<file path="config.mk">
export PLATFORM = sky130hd
export DESIGN_NAME = priority_wait_counting_semaphore_top_flat
export DESIGN_NICKNAME = d
export VERILOG_FILES = /design/src/design/psem_pkg.sv /design/src/design/psem_if.sv /design/src/design/psem_ctrl.sv /design/src/design/psem_dp.sv /design/src/design/priority_wait_counting_semaphore_top.sv /design/src/flat_wrapper.sv
export SDC_FILE = /design/constraint.sdc
export NUM_CORES = 1
export LEC_CHECK = 0
export BUFFER_PORTS_ARGS = -buffer_cell sky130_fd_sc_hd__buf_4
export CAP_MARGIN = 40
export CELL_PAD_IN_SITES_DETAIL_PLACEMENT = 2
export CELL_PAD_IN_SITES_GLOBAL_PLACEMENT = 2
export CORE_AREA = 2 2 192 194
export CTS_CLUSTER_DIAMETER = 120
export DETAILED_ROUTE_END_ITERATION = 10
export DIE_AREA = 0 0 194 196
export PLACE_DENSITY = 0.63
export SETUP_SLACK_MARGIN = 0.05
export SLEW_MARGIN = 20
export SYNTH_ARGS = -nofsm -noshare
export SYNTH_HDL_FRONTEND = slang
export SYNTH_SLANG_ARGS = --single-unit
</file>
<file path="constraint.sdc">
create_clock -name clk -period 11.1 [get_ports clk]
set_input_delay 0 -clock clk [delete_from_list [all_inputs] [get_ports clk]]
set_output_delay 0 -clock clk [all_outputs]
set_load 0.005 [all_outputs]
</file>
<file path="src/design/psem_pkg.sv">
`timescale 1ns / 1ps
// ----------------------------------------------------------------------------
// psem_pkg
// Shared constants, codes and controller/datapath signal groups for the
// priority wait counting semaphore.
// ----------------------------------------------------------------------------
package psem_pkg;

    // sizing
    localparam int MAX_WAITERS = 8;
    localparam int COUNT_BITS  = 16;
    localparam int TASK_W      = 8;
    localparam int PRIO_W      = 8;
    localparam int CMD_W       = 2;
    localparam int STATUS_W    = 3;
    localparam int WAIT_CNT_W  = $clog2(MAX_WAITERS + 1);
    localparam int IDX_W       = (MAX_WAITERS > 1) ? $clog2(MAX_WAITERS) : 1;
    localparam int CFG_IDX_W   = 1;

    // commands
    localparam logic [CMD_W-1:0] CMD_TAKE   = 2'd0;
    localparam logic [CMD_W-1:0] CMD_GIVE   = 2'd1;
    localparam logic [CMD_W-1:0] CMD_REMOVE = 2'd2;

    // result status codes
    localparam logic [STATUS_W-1:0] ST_GRANTED     = 3'd0;
    localparam logic [STATUS_W-1:0] ST_BLOCKED     = 3'd1;
    localparam logic [STATUS_W-1:0] ST_WOULD_BLOCK = 3'd2;
    localparam logic [STATUS_W-1:0] ST_FULL        = 3'd3;
    localparam logic [STATUS_W-1:0] ST_HANDED_OFF  = 3'd4;
    localparam logic [STATUS_W-1:0] ST_REMOVED     = 3'd5;
    localparam logic [STATUS_W-1:0] ST_NOT_QUEUED  = 3'd6;
    localparam logic [STATUS_W-1:0] ST_QUEUE_FULL  = 3'd7;

    // configuration register indexes
    localparam logic [CFG_IDX_W-1:0] CFG_LIMIT  = 1'd0;
    localparam logic [CFG_IDX_W-1:0] CFG_PRESET = 1'd1;

    // commands from controller to datapath
    typedef struct packed {
        logic                load_in;      // latch the request payload
        logic                count_dec;
        logic                count_inc;
        logic                total_inc;
        logic                total_dec;
        logic                idx_clear;
        logic                idx_one;
        logic                idx_total;
        logic                idx_inc;
        logic                idx_dec;
        logic                rd_below;     // read port addresses idx - 1
        logic                wr_new;       // entry[idx] = request
        logic                wr_up;        // entry[idx] = entry[idx - 1]
        logic                wr_down;      // entry[idx - 1] = entry[idx]
        logic                capture_head; // take head waiter as woken task
        logic                set_status;
        logic [STATUS_W-1:0] status;
        logic                result_load;
    } psem_ctrl_t;

    // status from datapath to controller
    typedef struct packed {
        logic [CMD_W-1:0] command;
        logic             may_wait;
        logic             count_zero;
        logic             count_at_max;
        logic             queue_empty;
        logic             queue_full;
        logic             idx_zero;
        logic             idx_at_end;
        logic             ins_stop;     // entry below idx outranks or ties request
        logic             match;        // entry at idx holds the named task
        logic             out_free;
    } psem_stat_t;

endpackage

</file>
<file path="src/design/psem_if.sv">
`timescale 1ns / 1ps
// ----------------------------------------------------------------------------
// psem_req_if / psem_rsp_if
// Valid/ready channels for semaphore requests and results.
// ----------------------------------------------------------------------------
interface psem_req_if;
    logic                           valid;
    logic                           ready;
    logic [psem_pkg::CMD_W-1:0]     command;
    logic [psem_pkg::TASK_W-1:0]    task_id;
    logic [psem_pkg::PRIO_W-1:0]    priority_req;
    logic                           wait_allowed;

    modport source (output valid, command, task_id, priority_req, wait_allowed,
                    input ready);
    modport sink   (input valid, command, task_id, priority_req, wait_allowed,
                    output ready);
endinterface

interface psem_rsp_if;
    logic                              valid;
    logic                              ready;
    logic [psem_pkg::STATUS_W-1:0]     status;
    logic                              woken_valid;
    logic [psem_pkg::TASK_W-1:0]       woken_task;
    logic                              preempt;
    logic [psem_pkg::COUNT_BITS-1:0]   count_now;
    logic [psem_pkg::WAIT_CNT_W-1:0]   waiters_now;

    modport source (output valid, status, woken_valid, woken_task, preempt,
                    count_now, waiters_now, input ready);
    modport sink   (input valid, status, woken_valid, woken_task, preempt,
                    count_now, waiters_now, output ready);
endinterface

</file>
<file path="src/design/psem_ctrl.sv">
`timescale 1ns / 1ps
// ----------------------------------------------------------------------------
// psem_ctrl
// Sequencer for one semaphore request: dispatch, ordered insert walk,
// search walk, compaction walk and result hand-off.
// ----------------------------------------------------------------------------
module psem_ctrl (
    input  logic                   clk,
    input  logic                   rst_n,
    input  logic                   req_valid,
    output logic                   req_ready,
    input  psem_pkg::psem_stat_t   stat,
    output psem_pkg::psem_ctrl_t   ctrl
);

    localparam logic [2:0] S_IDLE     = 3'd0;
    localparam logic [2:0] S_DISPATCH = 3'd1;
    localparam logic [2:0] S_INSERT   = 3'd2;
    localparam logic [2:0] S_SEARCH   = 3'd3;
    localparam logic [2:0] S_SHIFT    = 3'd4;
    localparam logic [2:0] S_FINISH   = 3'd5;

    logic [2:0] state_reg;
    logic [2:0] state_next;

    assign req_ready = (state_reg == S_IDLE);

    // state register
    always_ff @(posedge clk or negedge rst_n)
    begin
        if (!rst_n)
        begin
            state_reg <= S_IDLE;
        end
        else
        begin
            state_reg <= state_next;
        end
    end

    // next state and datapath commands
    always_comb
    begin
        state_next    = state_reg;
        ctrl          = '0;
        ctrl.rd_below = (state_reg == S_INSERT);
        unique case (state_reg)
            S_IDLE:
            begin
                if (req_valid)
                begin
                    ctrl.load_in = 1'b1;
                    state_next   = S_DISPATCH;
                end
            end
            S_DISPATCH:
            begin
                state_next = S_FINISH;
                ctrl.set_status = 1'b1;
                unique case (stat.command)
                    psem_pkg::CMD_TAKE:
                    begin
                        if (!stat.count_zero)
                        begin
                            ctrl.count_dec = 1'b1;
                            ctrl.status    = psem_pkg::ST_GRANTED;
                        end
                        else if (!stat.may_wait)
                        begin
                            ctrl.status = psem_pkg::ST_WOULD_BLOCK;
                        end
                        else if (stat.queue_full)
                        begin
                            ctrl.status = psem_pkg::ST_QUEUE_FULL;
                        end
                        else
                        begin
                            ctrl.set_status = 1'b0;
                            ctrl.idx_total  = 1'b1;
                            state_next      = S_INSERT;
                        end
                    end
                    psem_pkg::CMD_GIVE:
                    begin
                        if (!stat.queue_empty)
                        begin
                            ctrl.capture_head = 1'b1;
                            ctrl.idx_one      = 1'b1;
                            ctrl.status       = psem_pkg::ST_HANDED_OFF;
                            state_next        = S_SHIFT;
                        end
                        else if (stat.count_at_max)
                        begin
                            ctrl.status = psem_pkg::ST_FULL;
                        end
                        else
                        begin
                            ctrl.count_inc = 1'b1;
                            ctrl.status    = psem_pkg::ST_GRANTED;
                        end
                    end
                    psem_pkg::CMD_REMOVE:
                    begin
                        ctrl.set_status = 1'b0;
                        ctrl.idx_clear  = 1'b1;
                        state_next      = S_SEARCH;
                    end
                    default:
                    begin
                        ctrl.status = psem_pkg::ST_NOT_QUEUED;
                    end
                endcase
            end
            S_INSERT:
            begin
                // walk down from the tail, moving less urgent entries up
                if (stat.idx_zero || stat.ins_stop)
                begin
                    ctrl.wr_new     = 1'b1;
                    ctrl.total_inc  = 1'b1;
                    ctrl.set_status = 1'b1;
                    ctrl.status     = psem_pkg::ST_BLOCKED;
                    state_next      = S_FINISH;
                end
                else
                begin
                    ctrl.wr_up   = 1'b1;
                    ctrl.idx_dec = 1'b1;
                end
            end
            S_SEARCH:
            begin
                if (stat.idx_at_end)
                begin
                    ctrl.set_status = 1'b1;
                    ctrl.status     = psem_pkg::ST_NOT_QUEUED;
                    state_next      = S_FINISH;
                end
                else if (stat.match)
                begin
                    ctrl.idx_inc    = 1'b1;
                    ctrl.set_status = 1'b1;
                    ctrl.status     = psem_pkg::ST_REMOVED;
                    state_next      = S_SHIFT;
                end
                else
                begin
                    ctrl.idx_inc = 1'b1;
                end
            end
            S_SHIFT:
            begin
                // close the gap left by the unlinked entry
                if (stat.idx_at_end)
                begin
                    ctrl.total_dec = 1'b1;
                    state_next     = S_FINISH;
                end
                else
                begin
                    ctrl.wr_down = 1'b1;
                    ctrl.idx_inc = 1'b1;
                end
            end
            S_FINISH:
            begin
                if (stat.out_free)
                begin
                    ctrl.result_load = 1'b1;
                    state_next       = S_IDLE;
                end
            end
            default:
            begin
                state_next = S_IDLE;
            end
        endcase
    end

    // walks stay inside the queue
    a_insert_not_full: assert property (@(posedge clk) disable iff (!rst_n)
        (state_reg == S_INSERT) |-> !stat.queue_full)
        else $error("insert walk started on a full queue");

    a_shift_not_empty: assert property (@(posedge clk) disable iff (!rst_n)
        (state_reg == S_SHIFT) |-> !stat.queue_empty)
        else $error("compaction walk on an empty queue");

    a_one_request: assert property (@(posedge clk) disable iff (!rst_n)
        ctrl.load_in |=> (state_reg == S_DISPATCH))
        else $error("accepted request not dispatched");

endmodule

</file>
<file path="src/design/psem_dp.sv">
`timescale 1ns / 1ps
// ----------------------------------------------------------------------------
// psem_dp
// Semaphore datapath: count, limit, ordered waiter queue with one walking
// index, and the result register.
// ----------------------------------------------------------------------------
module psem_dp (
    input  logic                                  clk,
    input  logic                                  rst_n,
    input  logic                                  cfg_we,
    input  logic [psem_pkg::CFG_IDX_W-1:0]        cfg_index,
    input  logic [psem_pkg::COUNT_BITS-1:0]       cfg_wdata,
    input  logic [psem_pkg::CMD_W-1:0]            command,
    input  logic [psem_pkg::TASK_W-1:0]           task_id,
    input  logic [psem_pkg::PRIO_W-1:0]           priority_req,
    input  logic                                  wait_allowed,
    input  psem_pkg::psem_ctrl_t                  ctrl,
    output psem_pkg::psem_stat_t                  stat,
    psem_rsp_if.source                            rsp
);

    localparam int CW = psem_pkg::COUNT_BITS;
    localparam int NW = psem_pkg::WAIT_CNT_W;
    localparam int AW = psem_pkg::IDX_W;

    // control registers
    logic [CW-1:0] limit_reg, limit_next;
    logic [CW-1:0] count_reg, count_next;
    logic [NW-1:0] total_reg, total_next;
    logic          out_valid_reg, out_valid_next;

    // payload registers
    logic [NW-1:0]                   idx_reg;
    logic [psem_pkg::CMD_W-1:0]      cmd_reg;
    logic [psem_pkg::TASK_W-1:0]     task_reg;
    logic [psem_pkg::PRIO_W-1:0]     prio_reg;
    logic                            wait_reg;
    logic [psem_pkg::STATUS_W-1:0]   status_reg;
    logic                            woken_valid_reg;
    logic [psem_pkg::TASK_W-1:0]     woken_task_reg;
    logic                            preempt_reg;
    logic [psem_pkg::STATUS_W-1:0]   out_status_reg;
    logic                            out_woken_valid_reg;
    logic [psem_pkg::TASK_W-1:0]     out_woken_task_reg;
    logic                            out_preempt_reg;
    logic [CW-1:0]                   out_count_reg;
    logic [NW-1:0]                   out_waiters_reg;

    // waiter queue, most urgent at entry 0
    logic [psem_pkg::TASK_W-1:0] waiter_task_reg [psem_pkg::MAX_WAITERS];
    logic [psem_pkg::PRIO_W-1:0] waiter_prio_reg [psem_pkg::MAX_WAITERS];

    logic [NW-1:0]               idx_m1;
    logic [NW-1:0]               rd_sel;
    logic [AW-1:0]               rd_addr;
    logic [AW-1:0]               wr_addr;
    logic [psem_pkg::TASK_W-1:0] rd_task;
    logic [psem_pkg::PRIO_W-1:0] rd_prio;
    logic                        out_free;

    // single read port on the walking index
    assign idx_m1  = idx_reg - NW'(1);
    assign rd_sel  = ctrl.rd_below ? idx_m1 : idx_reg;
    assign rd_addr = rd_sel[AW-1:0];
    assign wr_addr = ctrl.wr_down ? idx_m1[AW-1:0] : idx_reg[AW-1:0];
    assign rd_task = waiter_task_reg[rd_addr];
    assign rd_prio = waiter_prio_reg[rd_addr];

    assign out_free = !out_valid_reg || rsp.ready;

    // status to controller
    always_comb
    begin
        stat.command      = cmd_reg;
        stat.may_wait     = wait_reg;
        stat.count_zero   = (count_reg == '0);
        stat.count_at_max = (count_reg >= limit_reg);
        stat.queue_empty  = (total_reg == '0);
        stat.queue_full   = (total_reg == NW'(psem_pkg::MAX_WAITERS));
        stat.idx_zero     = (idx_reg == '0);
        stat.idx_at_end   = (idx_reg == total_reg);
        stat.ins_stop     = (rd_prio >= prio_reg);
        stat.match        = (rd_task == task_reg);
        stat.out_free     = out_free;
    end

    // count, limit, queue size and output valid
    always_comb
    begin
        limit_next     = limit_reg;
        count_next     = count_reg;
        total_next     = total_reg;
        out_valid_next = out_valid_reg;
        if (ctrl.count_dec)
        begin
            count_next = count_reg - CW'(1);
        end
        if (ctrl.count_inc)
        begin
            count_next = count_reg + CW'(1);
        end
        if (ctrl.total_inc)
        begin
            total_next = total_reg + NW'(1);
        end
        if (ctrl.total_dec)
        begin
            total_next = total_reg - NW'(1);
        end
        if (cfg_we && (cfg_index == psem_pkg::CFG_LIMIT))
        begin
            limit_next = cfg_wdata;
        end
        if (cfg_we && (cfg_index == psem_pkg::CFG_PRESET))
        begin
            count_next = (cfg_wdata > limit_reg) ? limit_reg : cfg_wdata;
            total_next = '0;
        end
        if (ctrl.result_load)
        begin
            out_valid_next = 1'b1;
        end
        else if (rsp.ready)
        begin
            out_valid_next = 1'b0;
        end
    end

    always_ff @(posedge clk or negedge rst_n)
    begin
        if (!rst_n)
        begin
            limit_reg     <= CW'(1);
            count_reg     <= '0;
            total_reg     <= '0;
            out_valid_reg <= 1'b0;
        end
        else
        begin
            limit_reg     <= limit_next;
            count_reg     <= count_next;
            total_reg     <= total_next;
            out_valid_reg <= out_valid_next;
        end
    end

    // walking index
    always_ff @(posedge clk)
    begin
        if (ctrl.idx_clear)
        begin
            idx_reg <= '0;
        end
        else if (ctrl.idx_one)
        begin
            idx_reg <= NW'(1);
        end
        else if (ctrl.idx_total)
        begin
            idx_reg <= total_reg;
        end
        else if (ctrl.idx_inc)
        begin
            idx_reg <= idx_reg + NW'(1);
        end
        else if (ctrl.idx_dec)
        begin
            idx_reg <= idx_m1;
        end
    end

    // queue writes: place, move up or move down
    always_ff @(posedge clk)
    begin
        if (ctrl.wr_new)
        begin
            waiter_task_reg[wr_addr] <= task_reg;
            waiter_prio_reg[wr_addr] <= prio_reg;
        end
        else if (ctrl.wr_up || ctrl.wr_down)
        begin
            waiter_task_reg[wr_addr] <= rd_task;
            waiter_prio_reg[wr_addr] <= rd_prio;
        end
    end

    // request latch and per-request result fields
    always_ff @(posedge clk)
    begin
        if (ctrl.load_in)
        begin
            cmd_reg         <= command;
            task_reg        <= task_id;
            prio_reg        <= priority_req;
            wait_reg        <= wait_allowed;
            woken_valid_reg <= 1'b0;
            woken_task_reg  <= '0;
            preempt_reg     <= 1'b0;
        end
        else if (ctrl.capture_head)
        begin
            woken_valid_reg <= 1'b1;
            woken_task_reg  <= waiter_task_reg[0];
            preempt_reg     <= (waiter_prio_reg[0] > prio_reg);
        end
        if (ctrl.set_status)
        begin
            status_reg <= ctrl.status;
        end
    end

    // result register
    always_ff @(posedge clk)
    begin
        if (ctrl.result_load)
        begin
            out_status_reg      <= status_reg;
            out_woken_valid_reg <= woken_valid_reg;
            out_woken_task_reg  <= woken_task_reg;
            out_preempt_reg     <= preempt_reg;
            out_count_reg       <= count_reg;
            out_waiters_reg     <= total_reg;
        end
    end

    assign rsp.valid       = out_valid_reg;
    assign rsp.status      = out_status_reg;
    assign rsp.woken_valid = out_woken_valid_reg;
    assign rsp.woken_task  = out_woken_task_reg;
    assign rsp.preempt     = out_preempt_reg;
    assign rsp.count_now   = out_count_reg;
    assign rsp.waiters_now = out_waiters_reg;

    a_total_bound: assert property (@(posedge clk) disable iff (!rst_n)
        total_reg <= NW'(psem_pkg::MAX_WAITERS))
        else $error("waiter total above queue depth");

    a_total_step: assert property (@(posedge clk) disable iff (!rst_n)
        !cfg_we |=> (total_reg == $past(total_reg))
                 || (total_reg == $past(total_reg) + NW'(1))
                 || (total_reg == $past(total_reg) - NW'(1)))
        else $error("waiter total moved by more than one");

    a_load_free: assert property (@(posedge clk) disable iff (!rst_n)
        ctrl.result_load |-> out_free)
        else $error("result overwritten before transfer");

    a_woken_handoff: assert property (@(posedge clk) disable iff (!rst_n)
        (out_valid_reg && out_woken_valid_reg)
            |-> (out_status_reg == psem_pkg::ST_HANDED_OFF))
        else $error("woken task reported without hand-off");

endmodule

</file>
<file path="src/design/priority_wait_counting_semaphore_top.sv">
`timescale 1ns / 1ps
// ----------------------------------------------------------------------------
// priority_wait_counting_semaphore_top
// Counting semaphore with a priority-ordered waiter queue.
// ----------------------------------------------------------------------------
// Usage:
//   req carries one command per transfer: take, give or remove waiter, with
//   task id, priority and a blocking flag. rsp returns exactly one result per
//   request: status, released waiter (for a give), count and queue size.
//   cfg_we/cfg_index/cfg_wdata write the count limit (index 0) or the preset
//   count (index 1); writing the preset loads the saturated count and empties
//   the queue. Write configuration only while no request is in flight.
// Sequencing:
//   one request at a time. A plain count update passes through accept,
//   dispatch and result load. Each step of a queue walk handles one entry:
//   an ordered insert moves up to MAX_WAITERS - 1 entries from the tail and
//   then places, a remove searches from the head and then compacts, a
//   hand-off compacts the whole queue. The worst case is a remove on a full
//   queue. The queue read port on the walking index sets this step size.
//   A new request is taken while an earlier result still waits in rsp.
// Reset: count 0, limit 1, queue empty, no result pending.
// Stall: a held result blocks only the completion of the next request.
// ----------------------------------------------------------------------------
module priority_wait_counting_semaphore_top (
    input  logic                              clk,
    input  logic                              rst_n,
    psem_req_if.sink                          req,
    psem_rsp_if.source                        rsp,
    input  logic                              cfg_we,
    input  logic [psem_pkg::CFG_IDX_W-1:0]    cfg_index,
    input  logic [psem_pkg::COUNT_BITS-1:0]   cfg_wdata
);

    psem_pkg::psem_ctrl_t ctrl;
    psem_pkg::psem_stat_t stat;

    // sequencer
    psem_ctrl u_ctrl (
        .clk       (clk),
        .rst_n     (rst_n),
        .req_valid (req.valid),
        .req_ready (req.ready),
        .stat      (stat),
        .ctrl      (ctrl)
    );

    // count, queue and result register
    psem_dp u_dp (
        .clk          (clk),
        .rst_n        (rst_n),
        .cfg_we       (cfg_we),
        .cfg_index    (cfg_index),
        .cfg_wdata    (cfg_wdata),
        .command      (req.command),
        .task_id      (req.task_id),
        .priority_req (req.priority_req),
        .wait_allowed (req.wait_allowed),
        .ctrl         (ctrl),
        .stat         (stat),
        .rsp          (rsp)
    );

endmodule
</file>
<file path="src/flat_wrapper.sv">
// flat-port wrapper written by rule: the top's interface ports become plain ports
module priority_wait_counting_semaphore_top_flat 
  (clk, rst_n, cfg_we, cfg_index, cfg_wdata, req_valid, req_command, req_task_id, req_priority_req, req_wait_allowed, req_ready, rsp_valid, rsp_status, rsp_woken_valid, rsp_woken_task, rsp_preempt, rsp_count_now, rsp_waiters_now, rsp_ready);
  psem_req_if req_i ();
  psem_rsp_if rsp_i ();
  input  logic clk;
  input  logic rst_n;
  input  logic cfg_we;
  input  logic [psem_pkg::CFG_IDX_W-1:0] cfg_index;
  input  logic [psem_pkg::COUNT_BITS-1:0] cfg_wdata;
  input wire logic [$bits(req_i.valid)-1:0] req_valid;
  input wire logic [$bits(req_i.command)-1:0] req_command;
  input wire logic [$bits(req_i.task_id)-1:0] req_task_id;
  input wire logic [$bits(req_i.priority_req)-1:0] req_priority_req;
  input wire logic [$bits(req_i.wait_allowed)-1:0] req_wait_allowed;
  output wire logic [$bits(req_i.ready)-1:0] req_ready;
  output wire logic [$bits(rsp_i.valid)-1:0] rsp_valid;
  output wire logic [$bits(rsp_i.status)-1:0] rsp_status;
  output wire logic [$bits(rsp_i.woken_valid)-1:0] rsp_woken_valid;
  output wire logic [$bits(rsp_i.woken_task)-1:0] rsp_woken_task;
  output wire logic [$bits(rsp_i.preempt)-1:0] rsp_preempt;
  output wire logic [$bits(rsp_i.count_now)-1:0] rsp_count_now;
  output wire logic [$bits(rsp_i.waiters_now)-1:0] rsp_waiters_now;
  input wire logic [$bits(rsp_i.ready)-1:0] rsp_ready;
  assign req_i.valid = req_valid;
  assign req_i.command = req_command;
  assign req_i.task_id = req_task_id;
  assign req_i.priority_req = req_priority_req;
  assign req_i.wait_allowed = req_wait_allowed;
  assign req_ready = req_i.ready;
  assign rsp_valid = rsp_i.valid;
  assign rsp_status = rsp_i.status;
  assign rsp_woken_valid = rsp_i.woken_valid;
  assign rsp_woken_task = rsp_i.woken_task;
  assign rsp_preempt = rsp_i.preempt;
  assign rsp_count_now = rsp_i.count_now;
  assign rsp_waiters_now = rsp_i.waiters_now;
  assign rsp_i.ready = rsp_ready;
  priority_wait_counting_semaphore_top u_core (.clk(clk), .rst_n(rst_n), .req(req_i), .rsp(rsp_i), .cfg_we(cfg_we), .cfg_index(cfg_index), .cfg_wdata(cfg_wdata));
endmodule
</file>
==> impl_results.md <==
* Core Footprint at 36100 µm²
* Post-CTS setup buffers at 0
* Port buffer count at between 70 and 80
* Non-filler cells, final at roughly 1600
* Share of layout cells above drive strength 1 at 21.7%
* Die width at 194 µm
* Drt wl/cell at between 20 and 25 µm
* Initial antenna violation count at 0
* Power Total at between 4 and 5 mW
* Sequential area share after synthesis at 54.2%
* Synth Flop Type: edfxtp_1
* Crit share post-route at around 51%
* Global-route wire length before repair at 57200 µm
* Core utilization of the finished layout at between 40% and 50%
* Routed Antenna Nets at 0
* Initial Util at 34.6%
* Worst-Skew Late Latency at about 0.57 ns
* Die area at 38000 µm²
* First-pass detailed-route iteration total at 4
* Resize count post-CTS at 0
* Critical R2R Launch: u_core.u_dp.idx_reg[0]
* Area growth from synthesis to layout at 20.4%
* Setup tns final at 0 ns
* Req. time, crit path at 11.39 ns
* DRT Wirelength at about 36000 µm
* Final net count at around 1200
* Gr ovfl total at 0
* DRT iter0 DRCs at 394
* CP max-delay cell: mux4_2
* Area leader, netlist: edfxtp_1
* Hold Vio Cnt, Final at 0
* Clock-pin slew on the worst setup and hold paths at 0.07 ns
* Endpoint type of the worst setup path: register
* CP Launch Type: register
* # IOs at 76
* Vert. Die Dim at just under 200 µm
* Fill count at ~3600
* CTS tree: done
* Syn Area/Cell at around 13 µm²
* Placer congestion estimate at between 0.7 and 0.8
* Synthesized area at between 10000 and 15000 µm²
* Worst-path fanout max at 34
* Hold WC Path Type: in2async
* Critical path origin: u_core.u_dp.idx_reg[0]
* Final Setup Violations at 0
* Setup CP Type: reg2reg
* Cell count after synthesis at 972
* GRT Total Usage at between 10% and 20%
* Minimum clock period at approximately 5.7 ns
* Worst Skew at 0.0171 ns
* Final Max Tran Viols at 0
* Root Buffer: clkbuf_16
* Post-synth net total at 1082
* Worst vdd ir at 0.146 mV
* R2R Setup Slk at ~5.4 ns
* Count leader, synth: edfxtp_1
* R2R cell count at 16
* Yosys warns at 0
* Vias in the first global route at ~9400
* Max Cap Viol at 0
* HPWL after detailed placement at around 25000 µm
* Pleak at between 5 and 6 nW
* Vias per cell at ~5.4
* Antenna diode count at 0
* Pin slew with the least headroom to its limit at 0.790 ns
* CTS Buffer Depth at 3
* Outcome: completed
* Largest net degree at the start of global routing at 41
* Synth async-reset ratio at between 10% and 20%
* Max_slew headroom at 47.1%
* Clock Sinks at 237
* Routed vias at between 8000 and 9000
* DP Cell Count at 1498
* Area share of the largest cell type after synthesis at between 40 and 50%
* Post-synth top cells: 183 x edfxtp_1, 70 x nor2_1, 67 x ha_1
* Worst path most repeated cell: buf_4
* H-Tree Level Count at 1
* Flip-flop and latch count after synthesis at roughly 240
* Hold bufs inserted after CTS at 40
* Row Count at 70
* CP top delay family: compound AO/OA/AOI/OAI gates
* Total CTS buffers at 28
* Post-synth cell types at 70
* CP max stage delay at 0.55 ns
* RSZ-0062 raised after global routing: no
* DRC errors left at 0
* Critical-path cell list: buf_4 > inv_1 > ha_1 > o21ai_2 > buf_4 > mux4_2 > mux2_2 > ha_1 > a21o_1 > a21oi_1 > o211ai_1 > a21o_1 > nand2_1 > buf_4 > nor2_1 > a21oi_1
* CP arrival at between 5 and 6 ns
* Crit path buf inv count at 4
* PwrDens at ~270 nW/µm²
* Post-synth EDFFs at roughly 180
* Top cells by area, synth: edfxtp_1 44%, dfrtp_1 7.8%, ha_1 6.7%
* R2r endpoint: u_core.u_dp.waiter_prio_reg[5][0]
* FMAX at between 150 and 200 MHz
[power by group]
part / switching, mW / internal, mW / leakage (nW)
logic: 0.972 / 0.759 / 2.99
clock network: 0.378 / 0.555 / 0.450
registers: 0.166 / 1.24 / 2.26
[cells in the final DEF, fill, tap and decap left out, types with 13 or more instances in the layout]
cell type and n:
edfxtp_1 183, buf_4 98, nor2_1 67, ha_1 67, mux2i_1 62, mux2_2 51, nand2_1 48, a21oi_1 40
dlygate4sd3_1 40, inv_1 39, dfrtp_1 39, o21ai_0 34, mux4_2 30, clkbuf_16 28, xnor2_1 27, nand3_1 22
nor3_1 15, nand2b_1 13, dfxtp_1 13
[how the worst max path moves through the flow]
stage,to,cells past startpoint
detailed placement,u_core.u_dp.waiter_prio_reg[4][0],16
floorplan,u_core.u_dp.waiter_prio_reg[0][2],20
global placement,u_core.u_dp.waiter_prio_reg[4][0],16
finish,u_core.u_dp.waiter_prio_reg[5][0],16
CTS,u_core.u_dp.waiter_prio_reg[7][0],16
global route,u_core.u_dp.waiter_prio_reg[5][0],17
[per-stage QoR]
step	area, µm²	worst slack (ns)	hold WS, ns
floorplan	12500	5.56	-0.296
CTS	15100	5.38	0.0177
finish	15100	5.40	0.0223
global placement	13600	5.60	0.0725
global route	15100	4.96	0.0595
detailed placement	13700	5.41	0.0768
[logic make-up after synthesis]
logic type	count (synthesis)	share of synthesized area, %
AOI/OAI and AO/OA	169	9.03
xor gates and xnor gates	38	2.66
adders and majority gates	69	7.03
buffers and inverters	83	2.87
DFF	237	54.2
muxes	143	15.0
and+or+nand+nor	233	9.24
[worst register-to-register path, cell delays in order, from the launching register on]
cell and delay, ns:
dfxtp_1 0.31, buf_4 0.41, inv_1 0.42, ha_1 0.44
o21ai_2 0.16, buf_4 0.32, mux4_2 0.56, mux2_2 0.29
ha_1 0.29, a21o_1 0.15, a21oi_1 0.27, o211ai_1 0.24
a21o_1 0.29, nand2_1 0.45, buf_4 0.34, nor2_1 0.07
a21oi_1 0.43
[area by class of cell]
class	count	area [µm²]	share of cell area, %
clock buffer	32	716	4.76
clock inverter	20	213	1.41
inverter	39	146	0.973
multi-input combinational	652	5390	35.8
sequential	237	6780	45.0
tap	468	586	3.89
timing repair buffer	142	1220	8.09
[per-layer routing]
layer	GRT usage (%)	vias up	routed length [µm]
li1	-	3966	-
met1	26.7	4396	17200
met2	33.0	120	17400
met3	2.58	47	1040
met4	4.26	0	715
met5	0	-	0
No activity file was read; power rests on OpenSTA's default activity.
